$ cat src/design/bea_pkg.sv
// ----------------------------------------------------------------------------
// bea_pkg
// shared types and constants for the button edge and auto-repeat block
// ----------------------------------------------------------------------------
package bea_pkg;

   localparam int WORD_WIDTH  = 32;
   localparam int AXIS_WIDTH  = 16;
   localparam int CFG_WIDTH   = 15;
   localparam int COUNT_WIDTH = 16;
   localparam int INDEX_WIDTH = 3;

   localparam logic [INDEX_WIDTH-1:0] CSR_STICK_DEADZONE = 3'd0;
   localparam logic [INDEX_WIDTH-1:0] CSR_REPEAT_DELAY   = 3'd1;
   localparam logic [INDEX_WIDTH-1:0] CSR_REPEAT_PERIOD  = 3'd2;
   localparam logic [INDEX_WIDTH-1:0] CSR_DPAD_MASK      = 3'd3;
   localparam logic [INDEX_WIDTH-1:0] CSR_STICK_H_MASK   = 3'd4;
   localparam logic [INDEX_WIDTH-1:0] CSR_STICK_V_MASK   = 3'd5;

   localparam logic [CFG_WIDTH-1:0] DEADZONE_RESET = 15'd4096;
   localparam logic [CFG_WIDTH-1:0] DELAY_RESET    = 15'd20;
   localparam logic [CFG_WIDTH-1:0] PERIOD_RESET   = 15'd5;

   typedef struct packed {
      logic [CFG_WIDTH-1:0]  stick_deadzone;
      logic [CFG_WIDTH-1:0]  repeat_delay;
      logic [CFG_WIDTH-1:0]  repeat_period;
      logic [WORD_WIDTH-1:0] dpad_mask;
      logic [WORD_WIDTH-1:0] stick_horizontal_mask;
      logic [WORD_WIDTH-1:0] stick_vertical_mask;
   } cfg_type;

   typedef struct packed {
      logic [WORD_WIDTH-1:0] repeat_pulse;
      logic [WORD_WIDTH-1:0] pressed_now;
      logic [WORD_WIDTH-1:0] held_last_frame;
      logic [WORD_WIDTH-1:0] held_filtered;
   } rsp_type;

endpackage

$ cat src/design/bea_lane.sv
// ----------------------------------------------------------------------------
// bea_lane
// per-button hold counter with auto-repeat pulse
// ----------------------------------------------------------------------------
module bea_lane (
   input  logic                             clock,
   input  logic                             reset,
   input  logic                             advance,
   input  logic                             held,
   input  logic                             pressed,
   input  logic [bea_pkg::COUNT_WIDTH-1:0]  threshold,
   input  logic [bea_pkg::CFG_WIDTH-1:0]    repeat_period,
   output logic                             pulse
);

   logic [bea_pkg::COUNT_WIDTH-1:0] count_ff;
   logic [bea_pkg::COUNT_WIDTH-1:0] count_in;
   logic [bea_pkg::COUNT_WIDTH-1:0] count_base;
   logic [bea_pkg::COUNT_WIDTH-1:0] count_inc;
   logic                            fire;

   assign count_base = pressed ? '0 : count_ff;
   assign count_inc  = count_base + 1'b1;
   assign fire       = count_inc >= threshold;
   assign count_in   = fire ? (count_inc - {1'b0, repeat_period}) : count_inc;
   assign pulse      = held & fire;

   always_ff @(posedge clock) begin
      if (reset) begin
         count_ff <= '0;
      end else if (advance && held) begin
         count_ff <= count_in;
      end
   end

endmodule

$ cat config.mk
export PLATFORM = sky130hd
export DESIGN_NAME = bea_lane
export DESIGN_NICKNAME = d
export VERILOG_FILES = /design/src/design/bea_pkg.sv /design/src/design/bea_lane.sv
export SDC_FILE = /design/constraint.sdc
export NUM_CORES = 1
export LEC_CHECK = 0
export BUFFER_PORTS_ARGS = -buffer_cell sky130_fd_sc_hd__buf_2
export CORE_MARGIN = 2
export CORE_UTILIZATION = 45
export DETAILED_ROUTE_END_ITERATION = 10
export PLACE_DENSITY = 0.66
export SLEW_MARGIN = 15
export SYNTH_ARGS = -nofsm -noshare
export SYNTH_HDL_FRONTEND = slang
export SYNTH_SLANG_ARGS = --single-unit
export TNS_END_PERCENT = 50
$ cat constraint.sdc
create_clock -name clock -period 8.1 [get_ports clock]
set_clock_uncertainty 0.2 [all_clocks]
set_input_delay 1.215 -clock clock [delete_from_list [all_inputs] [get_ports clock]]
set_output_delay 1.215 -clock clock [all_outputs]
set_load 0.02 [all_outputs]
* After elaboration in Yosys (flattened, before gate mapping)
Cells that the tools add are included. Widths: inputs -> output; s select.
Word-level totals: register bits after elaboration 16, logic and storage cells 8
Cells by class: $add $sub $neg 2, order comparisons 1, muxes and demuxes 2, bitwise logic cells 1, reductions and logical operators 1
Operators by type and width (number):
- $mux 16 | 2
- $add 16x1->16 const B | 1
- $ge 16x16->1 | 1
- $sub 16x15->16 | 1
- $and 1x1->1 | 1
- $logic_and 1x1->1 | 1

* Longest topological paths before layout
depth in word-level cells 4, depth in mapped cells 16, mapped depth without buffers 12

* Least setup slack after synthesis
OpenSTA, ideal clock, no wires.
path type input to output, start point in pressed, end point out pulse, data arrival time 4006 ps, data required time 6685 ps, setup slack 2679 ps, stages on the path 15, path buffers 4, cell sequence buf_2 buf_1 nor2b_1 ha_1 clkbuf_1 nand4_1 xor2_1 nor2_1 ha_1 nand4_1 a211oi_1 a2111o_1 a21o_1 buf_2 and2_1
On the way: cells in the longest elaborated chain, start to end 4
RTL lines:
- start: declaration | RTL line bea_lane.sv:10 | input logic pressed,
- $mux 16 | RTL line bea_lane.sv:22 | assign count_base = pressed ? '0 : count_ff;
- $add 16x1->16 | RTL line bea_lane.sv:23 | assign count_inc = count_base + 1'b1;
- $ge 16x16->1 | RTL line bea_lane.sv:24 | assign fire = count_inc >= threshold;
- $and 1x1->1 | RTL line bea_lane.sv:26 | assign pulse = held & fire;
- end: declaration | RTL line bea_lane.sv:13 | output logic pulse
Every way passes these cells.

* Final worst setup path
Same ends and word-level chain as after synthesis.

==> results.json <==
{
  "cp_top_family": "compound AO/OA/AOI/OAI gates",
  "yosysWarnings": 0,
  "syn_area_per_cell_um2": 7.67,
  "p_sw_w": 0.0000731,
  "period_minus_slack_ns": 5.68,
  "antenna_left": 0,
  "clock_sinks": 16,
  "top_register": "count_ff",
  "clockBufferDepth": 2,
  "drive_above_1_share_pct": 15.1,
  "grt_start_max_net_pins": 23,
  "drt_iter0_drc": 209,
  "n_antenna_cell": 0,
  "ys.flop_type": "dfxtp_1",
  "final_util_pct": 52.8,
  "layout_common_cells": "buf_2 (36), inv_1 (34), ha_1 (32)",
  "drc": 0,
  "cts_tree": "yes",
  "worst_pin_slew_ns": 0.791,
  "hold_path.class": "reg2reg",
  "final_common_cell": "buf_2",
  "fin_crit_sh_pct": 70.1,
  "dieWidth_um": 75.0,
  "start_kind": "input pin",
  "postCtsSetupBuffers": 0,
  "yosysUniqueCellTypes": 54,
  "largest_reg_flops": 16,
  "slew_violations": 0,
  "antenna_found_initial": 0,
  "path_clk_slew_ns": 0.06,
  "reg_top3": "count_ff x16",
  "critical_path_class": "in2out",
  "synthTopCellsByArea": "ha_1 (18%), dfxtp_1 (14%), inv_1 (5.6%)",
  "ys_seq_area_share_pct": 14.1,
  "netlist.area_leader.share_pct": 17.6,
  "powerDensity_nw_per_um2": 90.6,
  "cts_hold_buf": 0,
  "async_flop_share_pct": 0,
  "grt_pass1_wl_um": 9100,
  "endpoint_kind": "output port",
  "cp_num_buf_inv": 2,
  "syn_area_um2": 2270,
  "outcome": "completed",
  "final.setup.tns_ns": 0,
  "first_pass_iters": 4,
  "worstPathCellList": "buf_2 > nor2b_1 > ha_1 > nand4_1 > xnor2_1 > ha_1 > nand4_1 > a211oi_1 > a2111o_1 > a21o_1 > and2_1 > buf_2",
  "finish.net_count": 395,
  "die_area_um2": 5630,
  "cts_buffers": 3,
  "p_int_w": 0.000156,
  "coreArea_um2": 4790,
  "maxCapViolations": 0,
  "grt_pass1_vias": 1895,
  "clock_latency_ns": 0.25,
  "synth_top_cell_by_area": "ha_1",
  "sw_frac_of_total_pct": 31.9,
  "overflow": 0,
  "cpPeakStageDelay_ns": 0.45,
  "synthToLayoutAreaGrowth_pct": 11.4,
  "maxSlewHeadroom_pct": 47.3,
  "wl_um": 5570,
  "grt_usage_pct": 20.8,
  "vias": 2184,
  "regToRegSetupSlack_ns": 4.34,
  "p_leak_nw": 1.23,
  "die_y_um": 75.0,
  "vias_per_cell": 5.57,
  "port_buffers": 36,
  "cts_max_level": 1,
  "synth_edf_count": 0,
  "ir_drop_uv": 46.3,
  "dp_hpwl_um": 4510,
  "final.fill_count": 460,
  "crit_required_ns": 6.68,
  "crit_arrival_ns": 4.26,
  "cts_resized": 0,
  "rsz0062_at_grt": "no",
  "start_util_pct": 47.4,
  "power_frac_clock_pct": 31.5,
  "pin_count": 37,
  "finalSetupViolations": 0,
  "seqPwrFrac_pct": 37.7,
  "synth_nets": 365,
  "gp_congestion": 0.846,
  "netlist_instances": 296,
  "slowest_stage": "a2111o_1",
  "rows": 25,
  "critPathMaxFanout": 19,
  "ys_ff_latch": 16,
  "fmax_mhz": 176,
  "final_hold_viol_count": 0,
  "pwr-share-comb_pct": 30.8,
  "wire_per_inst_um": 14.2,
  "cts-root-buf": "clkbuf_8"
}
==> area by class of cell <==
class,count,area [um^2],area share (%)
Multi-Input combinational cell,235,1760,69.7
Clock buffer,4,55.1,2.18
Timing Repair Buffer,36,180,7.13
Inverter,34,128,5.05
Tap cell,67,83.8,3.32
Sequential cell,16,320,12.7
==> synthesized netlist by cell type, drive strengths merged, types with 5 or more instances <==
cell	instances
inv	34
ha	32
nand2	22
nor2	20
dfxtp	16
a21oi	13
xnor2	13
nand4	11
o21ai	11
a21o	9
nor3b	9
xor2	9
a31oi	8
nand3	8
nor2b	8
a311oi	7
and3	7
buf	7
nand2b	5
==> path summary, 6_finish.rpt <==
check | startpoint | to | cells after the start
max reg2reg | count_ff[0] | count_ff[14] | 11
min | count_ff[15] | count_ff[15] | 2
max | pressed | pulse | 12
min reg2reg | count_ff[15] | count_ff[15] | 2
==> tightest hold or removal path: cells and delay by family, from the launching register on <==
| family | cells | cell delay (ns) |
|---|---|---|
| AO/OA/AOI/OAI | 1 | 0.06 |
| flip-flops | 1 | 0.32 |
| AND/OR/NAND/NOR | 1 | 0.11 |
==> power groups by stage <==
stage          combinational [W]   clock, W  sequential, W
5_1_grt                0.0000790  0.0000762      0.0000867
4_1_cts                0.0000703  0.0000723      0.0000861
6_report               0.0000706  0.0000722      0.0000862
3_5_place_dp           0.0000700          0      0.0000879
2_1_floorplan          0.0000524          0      0.0000862
3_3_place_gp           0.0000690          0      0.0000878
==> per-layer routing <==
metal | GRT usage, % | part of all wire, % | wire length (um)
met1 | 31.7 | 51 | 2870
met2 | 32.3 | 44 | 2470
met3 | 1.20 | 3.1 | 174
met4 | 4.76 | 0.93 | 52
met5 | 0 | 0 | 0
==> stage by stage <==
step                      cells  total power, W  cell area, um^2  setup slack, ns  hold slack [ns]
after floorplan             296        0.000139             2270             2.68            0.276
after global placement      388        0.000157             2470             2.49            0.312
after detailed placement    388        0.000158             2470             2.45            0.324
after CTS                   392        0.000229             2530             2.44            0.333
after global routing        392        0.000242             2530             2.14            0.362
final                       392        0.000229             2530             2.42            0.330
==> cells by family (layout without fill, tap and decap cells) <==
| logic type | count (synthesis) | count (layout) | share of synthesized area, % |
|---|---|---|---|
| AO/OA/AOI/OAI | 73 | 73 | 24.3 |
| XOR/XNOR | 22 | 22 | 8.49 |
| adder cells (fa/ha/maj) | 33 | 33 | 18.5 |
| buffers and inverters | 45 | 74 | 8.27 |
| flip-flops | 16 | 16 | 14.1 |
| multiplexers | 1 | 1 | 0.441 |
| AND/OR/NAND/NOR | 106 | 106 | 25.9 |
(Power assumes the default switching activity.)
