**src/design/bea_pkg.sv**
```systemverilog
// ----------------------------------------------------------------------------
// bea_pkg
// shared types and constants for the button edge and auto-repeat block
// ----------------------------------------------------------------------------
package bea_pkg;

   localparam int WORD_WIDTH  = 32;
   localparam int AXIS_WIDTH  = 16;
   localparam int CFG_WIDTH   = 15;
   localparam int COUNT_WIDTH = 16;
   localparam int INDEX_WIDTH = 3;

   localparam logic [INDEX_WIDTH-1:0] CSR_STICK_DEADZONE = 3'd0;
   localparam logic [INDEX_WIDTH-1:0] CSR_REPEAT_DELAY   = 3'd1;
   localparam logic [INDEX_WIDTH-1:0] CSR_REPEAT_PERIOD  = 3'd2;
   localparam logic [INDEX_WIDTH-1:0] CSR_DPAD_MASK      = 3'd3;
   localparam logic [INDEX_WIDTH-1:0] CSR_STICK_H_MASK   = 3'd4;
   localparam logic [INDEX_WIDTH-1:0] CSR_STICK_V_MASK   = 3'd5;

   localparam logic [CFG_WIDTH-1:0] DEADZONE_RESET = 15'd4096;
   localparam logic [CFG_WIDTH-1:0] DELAY_RESET    = 15'd20;
   localparam logic [CFG_WIDTH-1:0] PERIOD_RESET   = 15'd5;

   typedef struct packed {
      logic [CFG_WIDTH-1:0]  stick_deadzone;
      logic [CFG_WIDTH-1:0]  repeat_delay;
      logic [CFG_WIDTH-1:0]  repeat_period;
      logic [WORD_WIDTH-1:0] dpad_mask;
      logic [WORD_WIDTH-1:0] stick_horizontal_mask;
      logic [WORD_WIDTH-1:0] stick_vertical_mask;
   } cfg_type;

   typedef struct packed {
      logic [WORD_WIDTH-1:0] repeat_pulse;
      logic [WORD_WIDTH-1:0] pressed_now;
      logic [WORD_WIDTH-1:0] held_last_frame;
      logic [WORD_WIDTH-1:0] held_filtered;
   } rsp_type;

endpackage

```
**src/design/bea_filter.sv**
```systemverilog
// ----------------------------------------------------------------------------
// bea_filter
// stick deadzone and direction pad versus stick exclusivity on the held word
// ----------------------------------------------------------------------------
module bea_filter (
   input  bea_pkg::cfg_type                    cfg,
   input  logic [bea_pkg::WORD_WIDTH-1:0]      held_raw,
   input  logic signed [bea_pkg::AXIS_WIDTH-1:0] stick_x,
   input  logic signed [bea_pkg::AXIS_WIDTH-1:0] stick_y,
   input  logic [bea_pkg::WORD_WIDTH-1:0]      prev_held,
   output logic [bea_pkg::WORD_WIDTH-1:0]      held_filtered
);

   logic [bea_pkg::AXIS_WIDTH-1:0] mag_x;
   logic [bea_pkg::AXIS_WIDTH-1:0] mag_y;
   logic                           dead_x;
   logic                           dead_y;
   logic [bea_pkg::WORD_WIDTH-1:0] stick_mask;
   logic [bea_pkg::WORD_WIDTH-1:0] held_dz;
   logic                           pad_now;
   logic                           pad_prev;
   logic                           stick_prev;

   // most negative code maps to 0x8000, read unsigned as its true magnitude
   assign mag_x = stick_x[bea_pkg::AXIS_WIDTH-1] ? (~stick_x + 1'b1) : stick_x;
   assign mag_y = stick_y[bea_pkg::AXIS_WIDTH-1] ? (~stick_y + 1'b1) : stick_y;

   assign dead_x = mag_x < {1'b0, cfg.stick_deadzone};
   assign dead_y = mag_y < {1'b0, cfg.stick_deadzone};

   assign stick_mask = cfg.stick_horizontal_mask | cfg.stick_vertical_mask;

   assign held_dz = held_raw
                  & ~(dead_x ? cfg.stick_horizontal_mask : '0)
                  & ~(dead_y ? cfg.stick_vertical_mask : '0);

   assign pad_now    = |(held_dz & cfg.dpad_mask);
   assign pad_prev   = |(prev_held & cfg.dpad_mask);
   assign stick_prev = |(prev_held & stick_mask);

   always_comb begin
      priority if (pad_now) begin
         held_filtered = stick_prev ? (held_dz & ~cfg.dpad_mask) : (held_dz & ~stick_mask);
      end else begin
         held_filtered = pad_prev ? (held_dz & ~stick_mask) : (held_dz & ~cfg.dpad_mask);
      end
   end

endmodule

```
**config.mk**
```make
export PLATFORM = sky130hd
export DESIGN_NAME = bea_filter
export DESIGN_NICKNAME = d
export VERILOG_FILES = /design/src/design/bea_pkg.sv /design/src/design/bea_filter.sv
export SDC_FILE = /design/constraint.sdc
export NUM_CORES = 1
export LEC_CHECK = 0
export ABC_AREA = 1
export CAP_MARGIN = 10
export CELL_PAD_IN_SITES_DETAIL_PLACEMENT = 1
export CELL_PAD_IN_SITES_GLOBAL_PLACEMENT = 1
export CORE_MARGIN = 10
export CORE_UTILIZATION = 38
export DETAILED_ROUTE_END_ITERATION = 10
export DONT_BUFFER_PORTS = 1
export GPL_TIMING_DRIVEN = 1
export PLACE_DENSITY_LB_ADDON = 0.1
export REMOVE_ABC_BUFFERS = 1
export SLEW_MARGIN = 10
export SYNTH_ARGS = -nofsm -noshare
export SYNTH_HDL_FRONTEND = slang
export SYNTH_SLANG_ARGS = --single-unit
```
**constraint.sdc**
```tcl
create_clock -name vclk -period 3.95
set_clock_uncertainty 0.15 [all_clocks]
set_input_delay 0.395 -clock vclk [all_inputs]
set_output_delay 0.395 -clock vclk [all_outputs]
set_load 0.02 [all_outputs]
```
Word-level counts from Yosys, hierarchy flattened:

Index checks and enable logic that the tools add are counted.

* register bits: 0
* input bits: 237
* output and inout port bits: 32
* word-level logic and storage cells: 28

* add/subtract/negate cells: 2
* magnitude comparators: 2
* muxes and demuxes: 7
* bitwise operators: 14
* reduce and logical (&&, ||, !) cells: 3

Operators with widths (count)
* 32-bit bitwise AND: 7
* 32-bit two-way mux: 5
* 32-bit NOT: 4
* 32-bit OR reduction: 3
* 16-bit by 1-bit adder with 16-bit output (second input constant): 2
* 16-bit by 15-bit less-than comparator with 1-bit output: 2
* 16-bit two-way mux: 2
* 16-bit NOT: 2
* 32-bit bitwise OR: 1

Depth between registers and ports, before layout:

Gate-level depths: netlist (run 1).

* word-level depth: 11
* gate-level depth with buffers: 29
* depth with buffers taken out: 27

Worst setup path after synthesis (run 1):

OpenSTA, ideal clock, no wires.

* path type: in2out
* start point: in stick_x[0] (netlist name)
* end point: out held_filtered[10] (netlist name)
* data arrival time: 3446 ps
* data required time: 3405 ps
* setup slack: -41 ps
* cell stages on the path: 26
* path buffers: 2
* cell sequence: inv_1 > ha_1 > inv_1 > nor3_1 > nor3b_1 > inv_1 > nor2_1 > nand2_1 > o31ai_1 > xnor2_1 > ha_1 > nand3_1 > nand2_1 > nand2_1 > nand2_1 > nor2_4 > buf_2 > nand3_1 > nand4_1 > nand2_1 > nor2_1 > nand2_1 > nor2_4 > buf_2 > nand3_1 > nand2_1

* word-level cells in the longest chain between the ends: 11
* elaborated cells between the ends (all ways): 15

RTL lines
* start: declaration: RTL line bea_filter.sv:8 `input logic signed [bea_pkg::AXIS_WIDTH-1:0] stick_x,`
* 16-bit NOT: RTL line bea_filter.sv:25 `assign mag_x = stick_x[bea_pkg::AXIS_WIDTH-1] ? (~stick_x + 1'b1) : stick_x;`
* 16-bit by 1-bit adder with 16-bit output: RTL line bea_filter.sv:25
* 16-bit two-way mux (*): RTL line bea_filter.sv:25
* 16-bit by 15-bit less-than comparator with 1-bit output (*): RTL line bea_filter.sv:28 `assign dead_x = mag_x < {1'b0, cfg.stick_deadzone};`
* 32-bit two-way mux (*): RTL line bea_filter.sv:34 `& ~(dead_x ? cfg.stick_horizontal_mask : '0)`
* 32-bit NOT (*): RTL line bea_filter.sv:34
* 32-bit bitwise AND (*): RTL line bea_filter.sv:34
* 32-bit bitwise AND (*): RTL line bea_filter.sv:35 `& ~(dead_y ? cfg.stick_vertical_mask : '0);`
* 32-bit bitwise AND, on equally long branches: RTL line bea_filter.sv:37, bea_filter.sv:43, bea_filter.sv:45
* 32-bit OR reduction, or another cell as far along: RTL line bea_filter.sv:37 `assign pad_now = |(held_dz & cfg.dpad_mask);`
* 32-bit two-way mux (*): RTL line bea_filter.sv:42 `priority if (pad_now) begin`
* end: declaration: RTL line bea_filter.sv:11 `output logic [bea_pkg::WORD_WIDTH-1:0] held_filtered`

Mark *: on every way between the ends. The rest lies on a longest branch, timed or not.

Final worst setup path (run 1):

* start point: in stick_x[1] (netlist name)
* end point: out held_filtered[20] (netlist name)

Same word-level chain as after synthesis.

==> results of run 1 <==
[what timing repair did]
| item | in CTS | in global routing |
|---|---|---|
| endpoints found under the setup margin | 32 | 32 |
| cloned | 6 | 1 |
| buffers inserted | 24 | 3 |
| pin swaps | 32 | 58 |
| gates resized for setup | 125 | 90 |
[per-stage QoR]
step           utilization [%]  total power [mW]  setup slack [ns]  cell area (µm²)
2_1_floorplan                -             0.425            -0.606             4110
3_3_place_gp              43.8             0.638            -0.515             4810
3_5_place_dp              43.8             0.663            -0.596             4810
4_1_cts                   51.3             0.851            -0.323             5630
5_1_grt                   54.1             0.952            -0.796             5940
6_report                  54.1             0.878            -0.552             5940
[cell usage after synthesis, drive strengths merged]
library cell / n / area share [%]
inv: 120 / 10
nor3: 6 / 0.70
a221oi: 10 / 2.0
nor2: 81 / 7.8
ha: 30 / 8.7
clkbuf: 10 / 0.87
or2: 23 / 3.3
a22o: 2 / 0.41
nor4: 2 / 0.29
xor2: 21 / 4.3
nand3: 107 / 13
o31ai: 2 / 0.35
nand2: 238 / 21
o21ai: 73 / 8.5
a31oi: 4 / 0.58
nor3b: 3 / 0.64
buf: 26 / 4.1
xnor2: 5 / 1.0
a21oi: 15 / 1.7
a21o: 1 / 0.17
o21a: 1 / 0.17
a22oi: 3 / 0.52
nand4: 69 / 10
[cell families (layout without fill, tap and decap cells)]
family	after synthesis	in the layout	synth area share [%]
adder cells (fa/ha/maj)	30	30	8.69
AND/OR/NAND/NOR	529	529	56.3
XOR/XNOR	26	26	5.27
buffers and inverters	156	204	15.3
AO/OA/AOI/OAI	111	111	14.4
[power breakdown]
part	leakage (nW)	internal [mW]	switching (mW)
Sequential	0	0	0
Combinational	2.89	0.370	0.508
Clock	0	0	0
Total	2.89	0.370	0.508
[per-layer routing]
metal | up-vias | track usage [%] | wire length [µm] | part of all wire (%)
li1 | 2941 | - | - | -
met1 | 3030 | 29.5 | 8530 | 36
met2 | 295 | 48.6 | 12300 | 52
met3 | 53 | 7.00 | 2260 | 9.5
met4 | 0 | 5.43 | 659 | 2.8
met5 | - | 0 | 0 | 0
[worst max path at each step]
stage | endpoint | slack, ns | cells past startpoint
after CTS | held_filtered[30] | -0.32 | 29
final | held_filtered[20] | -0.55 | 29
after global routing | held_filtered[20] | -0.80 | 29
after floorplan | held_filtered[0] | -0.61 | 23
after global placement | held_filtered[11] | -0.52 | 27
after detailed placement | held_filtered[11] | -0.60 | 27
[cell type report]
type,instances,area [µm²]
well taps,140,175
fillers,1560,5040
repair buffers,84,885
inverters,120,495
multi-input cells,696,4390
==> impl_metrics.json, run 1 <==
{
  "status": "finished, violations left",
  "violations": "setup timing",
  "worstHoldStart": "held_raw[17]",
  "required_ns": 3.40,
  "first_global_vias": 6548,
  "hold_buffers": 0,
  "critical_path.top_delay_family": "simple AND/OR/NAND/NOR gates",
  "layout_setup_ws_ns": -0.552,
  "wl_per_cell_um": 22.8,
  "grt_max_degree": 65,
  "hold_class": "input pin to primary output",
  "start_util_pct": 39.3,
  "gp_routability_congestion": 0.975,
  "min_path_cells": 4,
  "grt-ovfl-total": 0,
  "drv_cap": 0,
  "holdPathEnd": "held_filtered[17]",
  "postRouteAntennaNets": 0,
  "fp.coreArea_mm2": 0.0110,
  "clkbuf_count": 0,
  "cp-startpoint": "stick_x[1]",
  "area_growth_pct": 37.6,
  "whs_ns": 0.992,
  "drt_iter0_drc": 393,
  "worst_pin_slew_ns": 1.16,
  "cp_slowest_stage_delay_ns": 0.31,
  "synth_area_mm2": 0.00432,
  "critPathMostFrequentCell": "nand2_1",
  "drtPass1Iterations": 5,
  "critPathSlowestCell": "ha_1",
  "peakVddDrop_uv": 60.4,
  "hold_viol": 0,
  "io_pins": 269,
  "grt_use_total_pct": 26.4,
  "drive_gt1_share_pct": 26.8,
  "antenna_found_initial": 0,
  "crit_arrival_ns": 3.96,
  "die-area_mm2": 0.0160,
  "period_needed_ns": 4.50,
  "avgSynthCellArea_um2": 5.07,
  "synth_cells": 852,
  "finalCritPeriodShare_pct": 114,
  "core.rowCount": 38,
  "wl_mm": 23.7,
  "place_inst": 1011,
  "port_buffers": 0,
  "finalNonFillerCells": 1040,
  "num_vias": 6319,
  "startpoint_type": "input pin",
  "post-dp-hpwl_mm": 18.1,
  "route.detailed.drc": 0,
  "yosysWarnings": 0,
  "antennaDiodeCount": 0,
  "p_leak_nw": 2.89,
  "crit_type": "input pin to primary output",
  "synth.distinct_cells": 33,
  "regArea_um2": 0,
  "fmax_ghz": 0.222,
  "drv_slew": 0,
  "finalSetupViolCount": 32,
  "rsz0062_at_grt": "true",
  "finalSetupTns_ns": -16.51,
  "cp_max_fo": 8,
  "endpoint_kind": "primary output",
  "grt_pass1_wl_mm": 35.5,
  "slew_headroom_pct": 23.0,
  "crit_buf_inv": 7,
  "fin_nets": 1169,
  "synth.yosys.seq_area_share_pct": 0,
  "avgViaCountPerCell": 6.08,
  "powerDensity_mw_per_mm2": 148,
  "dieHeight_um": 127,
  "seq_cell_count": 0,
  "die_w_um": 127,
  "final_cell_mix": "nand2_1 (171), inv_1 (112), o21ai_0 (70), nand4_1 (69)",
  "final_common_cell": "nand2_1"
}
(Power assumes the default switching activity.)
==> run 2: changes to the inputs <==
MAX_ROUTING_LAYER = met4   (was default)
==> run 2 against run 1 <==
  * The run still ends with setup timing left
  * Combinational power is 13% higher
  * Critical path depth shrank 4
  * Via count grew 3.6%
==> impl_metrics.json, run 2 (synthesis gave the netlist of run 1 again) <==
{
  "antenna_found_initial": 0,
  "fmax_ghz": 0.226,
  "p_total_mw": 0.991,
  "multi_input_area_mm2": 0.00451,
  "crit_type": "input pin to primary output",
  "fin_util_pct": 57.1,
  "powerDensity_mw_per_mm2": 158,
  "final_common_cell": "nand2_1",
  "wl_mm": 25.2,
  "critical_path.top_delay_family": "simple AND/OR/NAND/NOR gates",
  "slew_headroom_pct": 18.1,
  "rsz0062_at_grt": "true",
  "fp.coreArea_mm2": 0.0110,
  "final_area_mm2": 0.00627,
  "crit_buf_inv": 5,
  "clkbuf_count": 0,
  "drive_gt1_share_pct": 28.9,
  "finalNonFillerCells": 1050,
  "grt_use_total_pct": 27.2,
  "layout_setup_ws_ns": -0.482,
  "placed_area_mm2": 0.00484,
  "global_route.usage.met2_pct": 49.1,
  "first_global_vias": 6716,
  "drtPass1Iterations": 7,
  "gp_routability_congestion": 0.935,
  "route.detailed.drc": 0,
  "core.rowCount": 38,
  "hold_viol": 0,
  "grt_util_met3_pct": 7.21,
  "startpoint_type": "input pin",
  "worst_pin_slew_ns": 1.23,
  "peakVddDrop_uv": 93.5,
  "endpoint_kind": "primary output",
  "io_pins": 269,
  "fillers": 1514,
  "area_growth_pct": 45.2,
  "grt_max_degree": 65,
  "post-place-ws_ns": -0.570,
  "drt_iter0_drc": 532,
  "finalSetupViolCount": 32,
  "place_inst": 1015,
  "hold_class": "input pin to primary output",
  "drv_slew": 0,
  "drv_cap": 0,
  "period_needed_ns": 4.43,
  "critPathMostFrequentCell": "buf_12",
  "grt-ovfl-total": 0,
  "post-dp-hpwl_mm": 18.3,
  "finalCritPeriodShare_pct": 112,
  "num_vias": 6545,
  "cp_max_fo": 5,
  "cp_slowest_stage_delay_ns": 0.30,
  "busiest_layer": "met2",
  "met1_usage_pct": 28.5,
  "violations": "setup timing",
  "antennaDiodeCount": 0,
  "die_w_um": 127,
  "crit_arrival_ns": 3.89,
  "dieHeight_um": 127,
  "fin_nets": 1179,
  "postRouteAntennaNets": 0,
  "status": "finished, violations left",
  "final_cell_mix": "nand2_1 (175), inv_1 (113), nand4_1 (69), o21ai_0 (69), nor2_1 (65)",
  "port_buffers": 0,
  "p_leak_nw": 2.97,
  "start_util_pct": 39.3,
  "wl_per_cell_um": 24.0,
  "avgViaCountPerCell": 6.23,
  "required_ns": 3.40,
  "die-area_mm2": 0.0160,
  "critPathSlowestCell": "ha_1",
  "grt_pass1_wl_mm": 35.4,
  "seq_cell_count": 0,
  "regArea_um2": 0
}
run 2: final timing paths:
kind,start,endpoint,slack [ns],cells past startpoint
setup / recovery,stick_x[3],held_filtered[30],-0.48,25
hold / removal,held_raw[11],held_filtered[11],1.0,4
run 2: through the flow:
stage               hold slack, ns  TNS [ns]
CTS                          0.978     -9.86
floorplan                    0.974    -19.41
detailed placement            1.01    -17.18
finish                       0.999    -14.19
global placement             0.996    -14.90
global route                  1.02    -21.02
run 2: tightest hold or removal path: cells and delay by family:
family	cells	cell delay (ns)
AOI/OAI and AO/OA	1	0.10
and+or+nand+nor	3	0.25
run 2: per-layer routing:
layer	vias to the layer above	wire [µm]
met5	-	0
met4	0	977
met3	87	2440
met2	332	12800
met1	3162	8970
li1	2964	-
run 2: layout make-up:
class,count,share of cell area [%]
multi-input cells,696,71.9
inverters,120,7.84
well taps,140,2.79
repair buffers,94,17.4
run 2: timing repair:
action	in CTS	in global routing
setup buffers	20	7
endpoints found under the setup margin	32	32
pin swaps	29	55
gates resized for setup	112	123
hold buffers	0	0
gates cloned	7	2
run 2: report_power, final:
group	switching [mW]	internal [mW]	leakage, nW
sequential	0	0	0
clock	0	0	0
combinational	0.557	0.435	2.97
==> run 3: changes to the inputs <==
CORE_UTILIZATION = 42   (was 38)
clock period = 4.2 ns   (was 3.95 ns; I/O delays follow)
==> run 3 against run 2 <==
  * The flow still finishes with violations (setup timing)
  * Sequential share of layout area is the same
  * Cell area down 2.5%
  * Combinational power fell by 4.8%
  * Total power down 4.9%
  * Via count up 7.6%
  * Global-route usage increased by 4.2 points
  * Cell count down 2.8%
  * Highest routed layer unchanged
  * Die area shrank 8.0%
  * First-iteration DRC count up 53%
  * Core utilization up 4.6 points
  * Critical endpoint is now held_filtered[11]
  * Routed wire length grew 15%
  * Hold slack improved by 0.057 ns
==> impl_metrics.json, run 3 (synthesis gave the netlist of run 1 again) <==
{
  "status": "finished, violations left",
  "violations": "setup timing",
  "finalSetupViolCount": 32,
  "finalCritPeriodShare_pct": 111,
  "grt_use_total_pct": 31.3,
  "rsz0062_at_grt": "true",
  "io_pins": 269,
  "wl_mm": 29.0,
  "first_global_vias": 7080,
  "seq_cell_count": 0,
  "clkbuf_count": 0,
  "start_util_pct": 43.6,
  "drv_cap": 0,
  "fmax_ghz": 0.214,
  "die_w_um": 121,
  "finalNonFillerCells": 1021,
  "fp.coreArea_mm2": 0.00991,
  "final_cell_mix": "nand2_1 (167), inv_1 (111), nand3_1 (69), nand4_1 (69), o21ai_0 (68)",
  "slew_headroom_pct": 18.5,
  "layout_setup_ws_ns": -0.480,
  "grt_pass1_wl_mm": 37.0,
  "wl_per_cell_um": 28.4,
  "fin_util_pct": 61.7,
  "hold_viol": 0,
  "cp_slowest_stage_delay_ns": 0.33,
  "route.detailed.drc": 0,
  "fin_nets": 1157,
  "core.rowCount": 36,
  "drive_gt1_share_pct": 27.0,
  "cp-startpoint": "stick_x[0]",
  "peakVddDrop_uv": 76.7,
  "gp_routability_congestion": 0.927,
  "powerDensity_mw_per_mm2": 154,
  "hold_buffers": 0,
  "required_ns": 3.63,
  "grt_max_degree": 65,
  "worstHoldStart": "held_raw[16]",
  "endpoint_kind": "primary output",
  "antenna_found_initial": 0,
  "crit_arrival_ns": 4.11,
  "fillers": 1350,
  "crit_type": "input pin to primary output",
  "p_total_mw": 0.943,
  "cp_max_fo": 17,
  "area_growth_pct": 41.6,
  "postRouteAntennaNets": 0,
  "p_leak_nw": 2.88,
  "hold_class": "input pin to primary output",
  "regArea_um2": 0,
  "drt_iter0_drc": 812,
  "whs_ns": 1.06,
  "grt-ovfl-total": 0,
  "avgViaCountPerCell": 6.90,
  "drv_slew": 0,
  "final_common_cell": "nand2_1",
  "worst_pin_slew_ns": 1.22,
  "antennaDiodeCount": 0,
  "drtPass1Iterations": 7,
  "die-area_mm2": 0.0147,
  "port_buffers": 0,
  "num_vias": 7042,
  "dieHeight_um": 121,
  "place_inst": 991,
  "period_needed_ns": 4.68,
  "post-dp-hpwl_mm": 17.5,
  "critPathSlowestCell": "nor4_1",
  "startpoint_type": "input pin",
  "finalSetupTns_ns": -14.42
}
-- run 3: where the power goes --
group          total (mW)  internal, mW  leakage, nW  switching (mW)
sequential              0             0            0               0
combinational       0.943         0.389         2.88           0.554
clock                   0             0            0               0
-- run 3: stage by stage --
| stage | area [µm²] | setup WS (ns) |
|---|---|---|
| after floorplan | 4110 | -0.406 |
| after global placement | 4750 | -0.271 |
| after detailed placement | 4750 | -0.437 |
| after CTS | 5640 | -0.165 |
| after global routing | 6120 | -0.670 |
| final | 6120 | -0.480 |
-- run 3: repair_timing --
action                                  4_1_cts  5_1_grt
pin swaps                                    20       30
endpoints found under the setup margin       32       32
buffers inserted                             21        3
gates cloned                                  6        1
gates resized for setup                     148       94
-- run 3: path summary, 6_finish.rpt --
kind / end / slack [ns] / cells after the start
worst max-delay path: held_filtered[11] / -0.48 / 27
worst min-delay path: held_filtered[16] / 1.06 / 4
-- run 3: cell type report --
class | count | area [µm²] | share of cell area [%]
Timing Repair Buffer | 72 | 925 | 15.1
Inverter | 120 | 505 | 8.26
Multi-Input combinational cell | 696 | 4520 | 73.9
Tap cell | 133 | 166 | 2.72
-- run 3: critical path: cells and delay by family --
family | cells | cell delay [ns]
adder cells (fa/ha/maj) | 2 | 0.44
AND/OR/NAND/NOR | 13 | 1.78
AO/OA/AOI/OAI | 2 | 0.30
XOR/XNOR | 1 | 0.17
buffers and inverters | 9 | 0.97
-- run 3: metal layers --
metal	track usage [%]	up-vias	part of all wire, %
li1	-	2922	-
met1	30.0	3260	31
met2	55.4	617	48
met3	11.1	243	13
met4	14.5	0	7.8
met5	-	-	0
