--- config.mk ---
export PLATFORM = sky130hd
export DESIGN_NAME = bea_skid
export DESIGN_NICKNAME = d
export VERILOG_FILES = /design/src/design/bea_skid.sv
export SDC_FILE = /design/constraint.sdc
export NUM_CORES = 1
export LEC_CHECK = 0
export BUFFER_PORTS_ARGS = -buffer_cell sky130_fd_sc_hd__buf_2
export CAP_MARGIN = 20
export CELL_PAD_IN_SITES_DETAIL_PLACEMENT = 1
export CELL_PAD_IN_SITES_GLOBAL_PLACEMENT = 1
export CORE_MARGIN = 2
export CORE_UTILIZATION = 36
export CTS_BUF_LIST = sky130_fd_sc_hd__clkbuf_4
export CTS_CLUSTER_SIZE = 14
export DETAILED_ROUTE_END_ITERATION = 6
export PLACE_DENSITY = 0.75
export SLEW_MARGIN = 10
export SYNTH_ARGS = -nofsm -noshare
export SYNTH_HDL_FRONTEND = slang
export SYNTH_SLANG_ARGS = --single-unit
--- constraint.sdc ---
create_clock -name clock -period 2 [get_ports clock]
set_input_delay 0.4 -clock clock [delete_from_list [all_inputs] [get_ports clock]]
set_output_delay 0.4 -clock clock [all_outputs]
set_load 0.05 [all_outputs]
--- src/design/bea_skid.sv ---
// ----------------------------------------------------------------------------
// bea_skid
// output register with a skid entry so the input side keeps moving
// ----------------------------------------------------------------------------
module bea_skid #(
   parameter int WIDTH = 8
) (
   input  logic             clock,
   input  logic             reset,
   input  logic             in_valid,
   output logic             in_ready,
   input  logic [WIDTH-1:0] in_data,
   output logic             out_valid,
   input  logic             out_ready,
   output logic [WIDTH-1:0] out_data
);

   logic             out_valid_ff;
   logic [WIDTH-1:0] out_data_ff;
   logic             skid_valid_ff;
   logic [WIDTH-1:0] skid_data_ff;
   logic             out_free;

   assign in_ready  = !skid_valid_ff;
   assign out_valid = out_valid_ff;
   assign out_data  = out_data_ff;
   assign out_free  = !out_valid_ff || out_ready;

   always_ff @(posedge clock) begin
      if (reset) begin
         out_valid_ff  <= 1'b0;
         skid_valid_ff <= 1'b0;
      end else if (out_free) begin
         out_valid_ff  <= skid_valid_ff || in_valid;
         skid_valid_ff <= 1'b0;
      end else if (in_valid && in_ready) begin
         skid_valid_ff <= 1'b1;
      end
   end

   always_ff @(posedge clock) begin
      if (out_free) begin
         out_data_ff <= skid_valid_ff ? skid_data_ff : in_data;
      end else if (in_valid && in_ready) begin
         skid_data_ff <= in_data;
      end
   end

endmodule

### Yosys cells after proc, flatten, opt, wreduce, memory -nomap -nowiden

Cells that the tools add are included.

* bitwise logic cells: 1
* reduce and logical (&&, ||, !) cells: 7
* muxes and demuxes: 1

Operator list (count)
* $mux 8: 1
* $logic_not 1->1: 2
* $logic_or 1x1->1: 2
* $reduce_and 2->1: 1
* $reduce_or 2->1: 1
* $logic_and 1x1->1: 1
* $not 1->1: 1

* logic and storage cells: 13
* bits in registers: 18
* input port bits: 12
* output and inout port bits: 10

### Longest topological paths before layout

Gate-level depths: netlist of the first run.

* word-level depth: 4
* gate-level depth with buffers: 3
* depth with buffers taken out: 2

### Worst setup path after synthesis of the first run

Ideal clock, no wire load.

* path kind: register to register
* start: register out_valid_ff, in the netlist out_valid
* end: register skid_data_ff[0] (enable)
* cell stages (with the launch flop): 3
* buffers on the path: 0
* setup slack: 0.064 ns
* arrival time: 1.551 ns
* setup time: 0.385 ns
* path through: dfxtp_1 -> nand2b_4 -> nor3b_1

* word-level cells in the longest chain between the ends: 4

RTL lines
* start: declaration: RTL line 18 `logic out_valid_ff;`
* start signal: assignment: RTL line 34 `out_valid_ff <= skid_valid_ff || in_valid;`
* $logic_not 1->1: RTL line 27 `assign out_free = !out_valid_ff || out_ready;`
* $logic_or 1x1->1: RTL line 27
* net out_free: RTL line 22 `logic out_free;`
* $not 1->1 (no source line)
* $reduce_and 2->1 (no source line)
* end signal: assignment: RTL line 45 `skid_data_ff <= in_data;`
* end: declaration: RTL line 21 `logic [WIDTH-1:0] skid_data_ff;`

The timed path passes the listed nets, and every way through them passes these cells.
A chain may end at the register's enable or synchronous reset.

### Worst setup path after layout of the first run

* start: register skid_valid_ff
* end: output in_ready

* word-level cells in the longest chain between the ends: 1

RTL lines
* start: declaration: RTL line 20 `logic skid_valid_ff;`
* start signal: assignment: RTL line 32 `skid_valid_ff <= 1'b0;`
* start signal: assignment: RTL line 35 `skid_valid_ff <= 1'b0;`
* start signal: assignment: RTL line 37 `skid_valid_ff <= 1'b1;`
* $logic_not 1->1: RTL line 24 `assign in_ready = !skid_valid_ff;`
* end: declaration: RTL line 11 `output logic in_ready,`

Every way passes these cells.

==> results of run 1 <==
==> through the flow <==
step	power, mW	utilization	instances	hold slack (ps)
detailed placement	0.551	0.469	80	538
CTS	0.722	0.484	84	273
global placement	0.549	0.469	80	531
floorplan	0.520	-	33	469
finish	0.711	0.484	84	285
global route	0.744	0.484	84	277
==> worst max path at each step <==
stage                      end
2_1_floorplan  skid_data_ff[0]
3_3_place_gp   skid_data_ff[5]
3_5_place_dp   skid_data_ff[3]
4_1_cts               in_ready
5_1_grt               in_ready
6_report              in_ready
==> final cells by class <==
type | count | area share
well taps | 25 | 0.0367
inverters | 1 | 0.00440
multi-input cells | 13 | 0.177
clock inverters | 1 | 0.00440
repair buffers | 23 | 0.141
clock buffers | 3 | 0.0264
flip-flops and latches | 18 | 0.610
==> layout by cell type (no fill, tap or decap), drive strengths merged <==
cell    instances
inv             1
mux2            8
dfxtp           2
nor2            1
a21oi           1
edfxtp         16
nor3            1
nor3b           1
clkbuf          3
buf            23
nand2b          1
clkinv          1
==> routing by layer <==
layer	up-vias	part of all wire	GRT usage
met2	14	0.52	0.147
met3	0	0.085	0.0453
li1	177	-	-
met5	-	0	0
met1	175	0.39	0.130
met4	0	0	0.0649
==> power groups by stage <==
| stage | Sequential (mW) | Clock [mW] | Combinational [mW] |
|---|---|---|---|
| 2_1_floorplan | 0.494 | 0 | 0.0259 |
| 3_3_place_gp | 0.444 | 0 | 0.104 |
| 3_5_place_dp | 0.445 | 0 | 0.106 |
| 4_1_cts | 0.436 | 0.180 | 0.106 |
| 5_1_grt | 0.439 | 0.195 | 0.111 |
| 6_report | 0.436 | 0.171 | 0.104 |
==> state kept, by name, summed over array words and instances (netlist names) <==
register / flops
skid_data_ff: 8
out_valid: 1
skid_valid_ff: 1
out_data: 8
==> cell families (layout without fill, tap and decap cells) <==
family / count (synthesis) / count (layout) / synth area share
multiplexers: 8 / 8 / 0.169
AO/OA/AOI/OAI: 1 / 1 / 0.00728
buffers and inverters: 2 / 28 / 0.0219
AND/OR/NAND/NOR: 4 / 4 / 0.0437
flip-flops: 18 / 18 / 0.758
==> Yosys cell counts <==
cell type / n / area (um^2)
nor2_1: 1 / 3.75
buf_6: 1 / 11.3
nand2b_4: 1 / 13.8
edfxtp_1: 16 / 480
mux2_2: 1 / 11.3
mux2_4: 7 / 105
inv_1: 1 / 3.75
nor3_1: 1 / 5.00
a21oi_1: 1 / 5.00
nor3b_1: 1 / 7.51
dfxtp_1: 2 / 40.0
==> results by group, run 1 <==
Outcome
  • Outcome: complete, no violations

Critical path
  • WP buf/inv: 2
  • Reg2reg setup slack: 680 ps
  • Cell family with most CP delay: flip-flops
  • R2R cell count: 1
  • CP Depth: 2
  • Crit path max fanout: 11
  • FF-to-FF End: out_data[5]
  • Worst Setup SP: skid_valid_ff
  • CP startpoint kind: flop
  • CP Capture Type: primary output
  • CP Class: flop to primary output
  • Critical path required time: 1600 ps
  • Slowest CP cell: dfxtp_1
  • WP data arrival: about 1300 ps
  • Critical path's largest stage delay: 690 ps
  • Crit-path cells: inv_1 -> buf_2
  • FF-to-FF Start: skid_valid_ff

Logic synthesis
  • Flops & latches, synth: 18
  • Register area share after synthesis: 0.758
  • Synth Instances: 33
  • Yosys Warn Count: 0
  • Synthesized area per cell: 20.8 um^2
  • Syn Std Cell Area: 687 um^2
  • Syn nets: between 40 and 50
  • Number of distinct library cells after synthesis: 11

Global route
  • Largest net degree at the start of global routing: 12
  • GRT overflow: 0
  • Vias in the first global route: 326
  • Initial antenna violation count: 0
  • All-Layer GR Usage: 0.104
  • First-pass GRT wire length: between 1500 and 2000 um

STA
  • Clock skew: 12.0 ps
  • Setup Viol. Count Final: 0
  • Hold Vio Cnt, Final: 0
  • Worst-margin pin slew: 567 ps
  • Unrepaired setup endpoints after global routing: no
  • Slew headroom: 0.621
  • Crit share post-route: 0.831
  • Worst setup margin: around 340 ps
  • Min cycle time layout: 1660 ps
  • Fin. max-slew vios: 0
  • Setup TNS: 0 ps
  • Fmax: 602 MHz

Layout
  • Total Nets Final: 72
  • Share of cells above drive strength 1: 0.593
  • Area of the multi-input gates: 151 um^2
  • Synth-to-Final Area Change: 24.2%
  • Seq. cell area: 520 um^2
  • Fillers: 201
  • Cell area after layout: 853 um^2
  • # diodes: 0

Floorplan
  • Num rows: 15
  • Die width: between 40 and 50 um
  • Initial core utilization: 0.389
  • Io pins: 22
  • DIE AREA: 2270 um^2
  • Die H: 47.7 um
  • Core Area: 1760 um^2

Clock network
  • CTS tree: yes
  • Post-CTS Setup Bufs: 0
  • H-tree depth: 1
  • Worst-Skew Late Latency: around 280 ps
  • Clock transition at path regs: 80 ps
  • CTS Buf Count: 3
  • Clk sinks: 18
  • Clock Path Buffers: 2
  • CTS Hold Buffers Added: 0
  • CTS resizes: 0
  • Root buf cell: clkbuf_4

Pwr
  • Power per cell area: about 830 nW/um^2
  • Leakage power: 0.345 nW
  • Net Sw Frac: 0.247
  • Sequential Power Share: 0.613
  • P_sw: 0.176 mW
  • Clk pwr share: 0.240
  • Combinational cell fraction of total power: 0.147
  • Peak VDD IR: 0.000400 V
  • Pint: between 0.5 and 0.6 mW

Placement
  • Pre-CTS setup slack: 524 ps
  • Final GP Congestion: 0.641
  • Cell Area, Placed: between 800 and 900 um^2
  • I/O Buffers: 21

Detailed routing
  • Post-route ant nets: 0
  • Initial drt markers: 2
  • Routed WL per cell: 11.8 um
  • Total number of vias: around 370
  • Residual DRC: 0
  • Vias per cell: 4.36
  • WL final: around 990 um
  • Detailed Routing Iterations Pass 1: 2

Hold path
  • HP Start: reset
  • HP Class: primary input to flop
  • Hold EP: out_valid
  • Hold depth: 2

Flow run
  • Max cap viols: 0
Power figures use the tool's default switching activity.
==> run 2: changes to the inputs <==
--- a/config.mk
+++ b/config.mk
@@ -14,7 +14,7 @@
 export CTS_BUF_LIST = sky130_fd_sc_hd__clkbuf_4
 export CTS_CLUSTER_SIZE = 14
 export DETAILED_ROUTE_END_ITERATION = 6
-export PLACE_DENSITY = 0.75
+export PLACE_DENSITY = 0.77
 export SLEW_MARGIN = 10
 export SYNTH_ARGS = -nofsm -noshare
 export SYNTH_HDL_FRONTEND = slang
==> constraint.sdc (replaced) <==
create_clock -name clock -period 1.4 [get_ports clock]
set_input_delay 0.28 -clock clock [delete_from_list [all_inputs] [get_ports clock]]
set_output_delay 0.28 -clock clock [all_outputs]
set_load 0.05 [all_outputs]
==> results by group, run 2 (synthesized netlist as in run 1, its figures left out) <==
Outcome
  • Outcome: complete, no violations (unchanged)

STA
  • Worst-margin pin slew: 418 ps (was 567 ps)
  • Setup TNS: 0 ps (unchanged)
  • Hold Vio Cnt, Final: 0 (unchanged)
  • Slew headroom: 0.721 (was 0.621)
  • Setup Viol. Count Final: 0 (unchanged)
  • Hold_ws: 152 ps (was 285 ps)
  • Min cycle time layout: 1260 ps
  • Clock skew: 16.0 ps (was 12.0 ps)
  • Fin. max-slew vios: 0 (unchanged)
  • Crit share post-route: 0.898
  • Unrepaired setup endpoints after global routing: no (unchanged)
  • Fmax: 796 MHz

Clock network
  • Clk sinks: 18 (unchanged)
  • Root buf cell: clkbuf_4 (unchanged)
  • Worst-Skew Late Latency: 290 ps (was 280 ps)
  • Post-CTS Setup Bufs: 0 (unchanged)
  • CTS Hold Buffers Added: 0 (unchanged)
  • Clock transition at path regs: 110 ps (was 80 ps)
  • CTS Buf Count: 3 (unchanged)
  • Clock Path Buffers: 2 (unchanged)
  • CTS tree: yes (unchanged)
  • H-tree depth: 1 (unchanged)

Global route
  • M1 GR Usage: 0.126 (was 0.130)
  • All-Layer GR Usage: 0.113 (was 0.104)
  • Most used routing layer: met2 (unchanged)
  • Met3 Use GR: 0.0340 (was 0.0453)
  • First-pass GRT wire length: 1710 um (was 1500 um)
  • Initial antenna violation count: 0 (unchanged)
  • Met2 Use GR: 0.208 (was 0.147)
  • Vias in the first global route: 390 (was 326)
  • Largest net degree at the start of global routing: 11 (was 12)
  • GRT overflow: 0 (unchanged)

Pwr
  • Power per cell area: 1190 nW/um^2 (was 834 nW/um^2)
  • Net Sw Frac: 0.255 (was 0.247)
  • Clk pwr share: 0.248 (was 0.240)
  • Combinational cell fraction of total power: 0.150 (was 0.147)
  • Peak VDD IR: 0.000677 V (was 0.000400 V)
  • Sequential Power Share: 0.603 (was 0.613)
  • P_sw: 0.264 mW (was 0.176 mW)
  • Pint: 0.768 mW (was 0.536 mW)
  • Overall power: 1.03 mW (was 0.711 mW)
  • Leakage power: 0.348 nW (was 0.345 nW)

Critical path
  • Crit path max fanout: 6 (was 11)
  • WP buf/inv: 2 (unchanged)
  • Crit-path cells: inv_1 -> buf_2 (unchanged)
  • WP data arrival: 980 ps (was 1260 ps)
  • Slowest CP cell: dfxtp_2 (was dfxtp_1)
  • CP startpoint kind: flop (unchanged)
  • Cell family with most CP delay: flip-flops (unchanged)
  • Critical path required time: 1120 ps (was 1600 ps)
  • CP Capture Type: primary output (unchanged)
  • Critical path's largest stage delay: 380 ps (was 690 ps)
  • CP Class: flop to primary output (unchanged)

Placement
  • I/O Buffers: 21 (unchanged)
  • Placed Cells: 80 (unchanged)
  • Final GP Congestion: 0.605 (was 0.641)

Layout
  • Synth-to-Final Area Change: 26.2% (was 24.2%)
  • Fillers: 194 (was 201)
  • Share of cells above drive strength 1: 0.644 (was 0.593)
  • Total Nets Final: 72 (unchanged)
  • Most common cell after layout, fill and taps aside: buf_2 (unchanged)
  • # diodes: 0 (unchanged)
  • Final cell count without fillers: 84 (unchanged)
  • Most frequent cells in the layout: buf_2, edfxtp_1, mux2_4 (unchanged)

Floorplan
  • Num rows: 15 (unchanged)
  • Die H: 47.7 um (unchanged)
  • Die width: 47.7 um (unchanged)
  • Initial core utilization: 0.389 (unchanged)
  • Io pins: 22 (unchanged)
  • DIE AREA: 2270 um^2 (unchanged)
  • Core Area: 1760 um^2 (unchanged)

Detailed routing
  • Vias per cell: 4.37 (was 4.36)
  • Post-route ant nets: 0 (unchanged)
  • Routed WL per cell: 12.7 um (was 11.8 um)
  • Total number of vias: 367 (was 366)
  • WL final: 1070 um (was 992 um)
  • Initial drt markers: 3 (was 2)
  • Detailed Routing Iterations Pass 1: 2 (unchanged)
  • Residual DRC: 0 (unchanged)

Hold path
  • HP Class: primary input to flop (unchanged)

Flow run
  • Max cap viols: 0 (unchanged)
## run 2: cell counts in the layout (fill, tap and decap cells not counted)
No cell type changed its count.
## run 2: worst paths after layout
| kind | start | end | slack (ps) | depth (start not counted) |
|---|---|---|---|---|
| worst min register to register | skid_data_ff[4] | out_data[4] | 560 | 1 |
| worst max register to register | skid_valid_ff | out_data[1] | 220 | 2 |
| worst max-delay path | skid_valid_ff | in_ready | 140 | 2 |
| worst min-delay path | reset | skid_valid_ff | 150 | 2 |
## run 2: worst reg2reg max path: stages (launching register included)
cell	delay, ps
dfxtp_2	420
buf_4	200
mux2_4	310
## run 2: layout make-up
type                            instances  area [um^2]  area share
Multi-Input combinational cell         13          163       0.188
Tap cell                               25         31.3      0.0361
Sequential cell                        18          523       0.603
Inverter                                1         3.75     0.00433
Timing Repair Buffer                   23          120       0.139
Clock buffer                            3         22.5      0.0260
Clock inverter                          1         3.75     0.00433
## run 2: through the flow
step           instance area (um^2)  setup WS [ps]   util
2_1_floorplan                   699           46.8      -
3_3_place_gp                    840            132  0.476
3_5_place_dp                    840            103  0.476
4_1_cts                         866           45.5  0.491
5_1_grt                         867            105  0.491
6_report                        867            143  0.491
## run 2: layer usage
| metal | vias up | wire, um |
|---|---|---|
| met4 | 0 | 14 |
| met5 | - | 0 |
| met2 | 16 | 590 |
| met3 | 2 | 58 |
| li1 | 177 | - |
| met1 | 172 | 402 |
## run 2: repair_timing
action | 4_1_cts | 5_1_grt
gates resized for setup | 0 | 1
endpoints found under the setup margin | 0 | 1
hold endpoints to repair | 0 | 0
## run 2: power groups by stage
stage	Combinational, mW	Sequential (mW)	Clock (mW)
2_1_floorplan	0.0397	0.706	0
3_3_place_gp	0.154	0.633	0
3_5_place_dp	0.157	0.635	0
4_1_cts	0.157	0.623	0.261
5_1_grt	0.166	0.626	0.280
6_report	0.154	0.622	0.255
==> run 3: changes to the inputs <==
--- a/config.mk
+++ b/config.mk
@@ -14,7 +14,7 @@
 export CTS_BUF_LIST = sky130_fd_sc_hd__clkbuf_4
 export CTS_CLUSTER_SIZE = 14
 export DETAILED_ROUTE_END_ITERATION = 6
-export PLACE_DENSITY = 0.77
+export PLACE_DENSITY = 0.75
 export SLEW_MARGIN = 10
 export SYNTH_ARGS = -nofsm -noshare
 export SYNTH_HDL_FRONTEND = slang
==> constraint.sdc (replaced) <==
create_clock -name clock -period 1.44 [get_ports clock]
set_input_delay 0.288 -clock clock [delete_from_list [all_inputs] [get_ports clock]]
set_output_delay 0.288 -clock clock [all_outputs]
set_load 0.05 [all_outputs]
==> results by group, run 3 (synthesized netlist as in run 1, its figures left out) <==
Outcome
  • Outcome: complete, no violations (unchanged)

Clock network
  • Clk sinks: 18 (unchanged)
  • Post-CTS Setup Bufs: 0 (unchanged)
  • Worst-Skew Late Latency: 280 ps (was 290 ps)
  • Root buf cell: clkbuf_4 (unchanged)
  • H-tree depth: 1 (unchanged)
  • Clock transition at path regs: 100 ps (was 110 ps)
  • Clock Path Buffers: 2 (unchanged)
  • CTS tree: yes (unchanged)
  • CTS Buf Count: 3 (unchanged)

STA
  • Fmax: between 700 and 800 MHz
  • Min cycle time layout: around 1400 ps
  • Hold_ws: 153 ps (was 152 ps)
  • Worst-margin pin slew: 416 ps (was 418 ps)
  • Setup Viol. Count Final: 0 (unchanged)
  • Crit share post-route: 0.944
  • Fin. max-slew vios: 0 (unchanged)
  • Slew headroom: 0.722 (was 0.721)
  • Hold Vio Cnt, Final: 0 (unchanged)
  • Unrepaired setup endpoints after global routing: no (unchanged)
  • Clock skew: 1.30 ps (was 16.0 ps)
  • Setup TNS: 0 ps (unchanged)

Floorplan
  • DIE AREA: 2270 um^2 (unchanged)
  • Die H: 47.7 um (unchanged)
  • Io pins: 22 (unchanged)
  • Num rows: 15 (unchanged)
  • Die width: 47.7 um (unchanged)
  • Initial core utilization: 0.389 (unchanged)
  • Core Area: 1760 um^2 (unchanged)

Detailed routing
  • Routed WL per cell: 11.6 um (was 12.7 um)
  • WL final: 990 um (was 1070 um)
  • Residual DRC: 0 (unchanged)
  • Detailed Routing Iterations Pass 1: 2 (unchanged)
  • Post-route ant nets: 0 (unchanged)
  • Total number of vias: 365 (was 367)
  • Initial drt markers: 6 (was 3)
  • Vias per cell: 4.29 (was 4.37)

Layout
  • Total Nets Final: 73 (was 72)
  • Fillers: 195 (was 194)
  • Fin util: 0.497 (was 0.491)
  • Synth-to-Final Area Change: 27.7% (was 26.2%)
  • Cell area after layout: 877 um^2 (was 867 um^2)
  • Share of cells above drive strength 1: 0.650 (was 0.644)
  • # diodes: 0 (unchanged)
  • Most common cell after layout, fill and taps aside: buf_2 (unchanged)
  • Most frequent cells in the layout: buf_2, edfxtp_1, mux2_4 (unchanged)

Pwr
  • Leakage power: 0.355 nW (was 0.348 nW)
  • Pint: 0.748 mW (was 0.768 mW)
  • P_sw: 0.256 mW (was 0.264 mW)
  • Peak VDD IR: 0.000510 V (was 0.000677 V)
  • Net Sw Frac: 0.255 (about the same)
  • Power per cell area: 1140 nW/um^2 (was 1190 nW/um^2)
  • Sequential Power Share: 0.602 (was 0.603)
  • Clk pwr share: 0.248 (about the same)
  • Combinational cell fraction of total power: 0.150 (about the same)

Critical path
  • Crit path max fanout: 5 (was 6)
  • CP startpoint kind: flop (unchanged)
  • CP Capture Type: primary output (unchanged)
  • CP Class: flop to primary output (unchanged)
  • WP data arrival: 1070 ps (was 980 ps)
  • Critical path required time: 1150 ps (was 1120 ps)

Global route
  • Largest net degree at the start of global routing: 11 (unchanged)
  • First-pass GRT wire length: 1530 um (was 1710 um)
  • Vias in the first global route: 330 (was 390)
  • Initial antenna violation count: 0 (unchanged)
  • All-Layer GR Usage: 0.102 (was 0.113)
  • GRT overflow: 0 (unchanged)

Placement
  • Final GP Congestion: 0.650 (was 0.605)
  • Cell Area, Placed: 847 um^2 (was 840 um^2)
  • I/O Buffers: 21 (unchanged)

Hold path
  • HP Class: primary input to flop (unchanged)

Flow run
  • Max cap viols: 0 (unchanged)
run 3: cell types whose count changed in the layout (fill, tap and decap cells not counted):
| cell | delta |
|---|---|
| buf_4 | +1 |
| clkbuf_4 | +1 |
| buf_2 | -1 |
run 3: timing repair:
action / 4_1_cts / 5_1_grt
hold buffers: 0 / 0
gates resized for setup: 0 / 2
setup endpoints to repair: 0 / 1
run 3: stage by stage:
step / setup WS (ps) / instances / power [mW]
after global routing: 10.6 / 85 / 1.04
after global placement: 171 / 81 / 0.766
final: 80.4 / 85 / 1.00
after floorplan: 86.8 / 33 / 0.725
after detailed placement: 152 / 81 / 0.769
after CTS: 4.78 / 85 / 1.01
run 3: final timing paths:
kind | start | to | slack [ps] | cells after the start
max | skid_valid_ff | in_ready | 80 | 3
min | reset | out_valid | 150 | 2
max reg2reg | out_valid | skid_data_ff[6] | 270 | 2
min reg2reg | skid_data_ff[4] | out_data[4] | 560 | 1
run 3: final cells by class:
class / instances / area (um^2) / area share
repair buffers: 24 / 130 / 0.148
clock buffers: 3 / 22.5 / 0.0257
inverters: 1 / 3.75 / 0.00428
clock inverters: 1 / 3.75 / 0.00428
flip-flops and latches: 18 / 523 / 0.596
well taps: 25 / 31.3 / 0.0357
multi-input cells: 13 / 163 / 0.185
run 3: worst max-delay path, cell delays in order (launching register included):
cell,delay [ps]
dfxtp_2,380
buf_4,160
inv_1,40
clkbuf_4,200
run 3: power by group through the flow:
stage          clock (mW)  combinational (mW)  sequential (mW)
6_report            0.249               0.151            0.604
5_1_grt             0.277               0.159            0.608
4_1_cts             0.256               0.152            0.605
3_5_place_dp            0               0.152            0.617
3_3_place_gp            0               0.150            0.615
2_1_floorplan           0              0.0386            0.687
run 3: routing by layer:
layer,share of wire,GRT usage,vias to the layer above
met5,0,0,-
met4,0,0.0649,0
met3,0.054,0.0340,0
met2,0.51,0.152,15
met1,0.43,0.127,172
li1,-,-,178
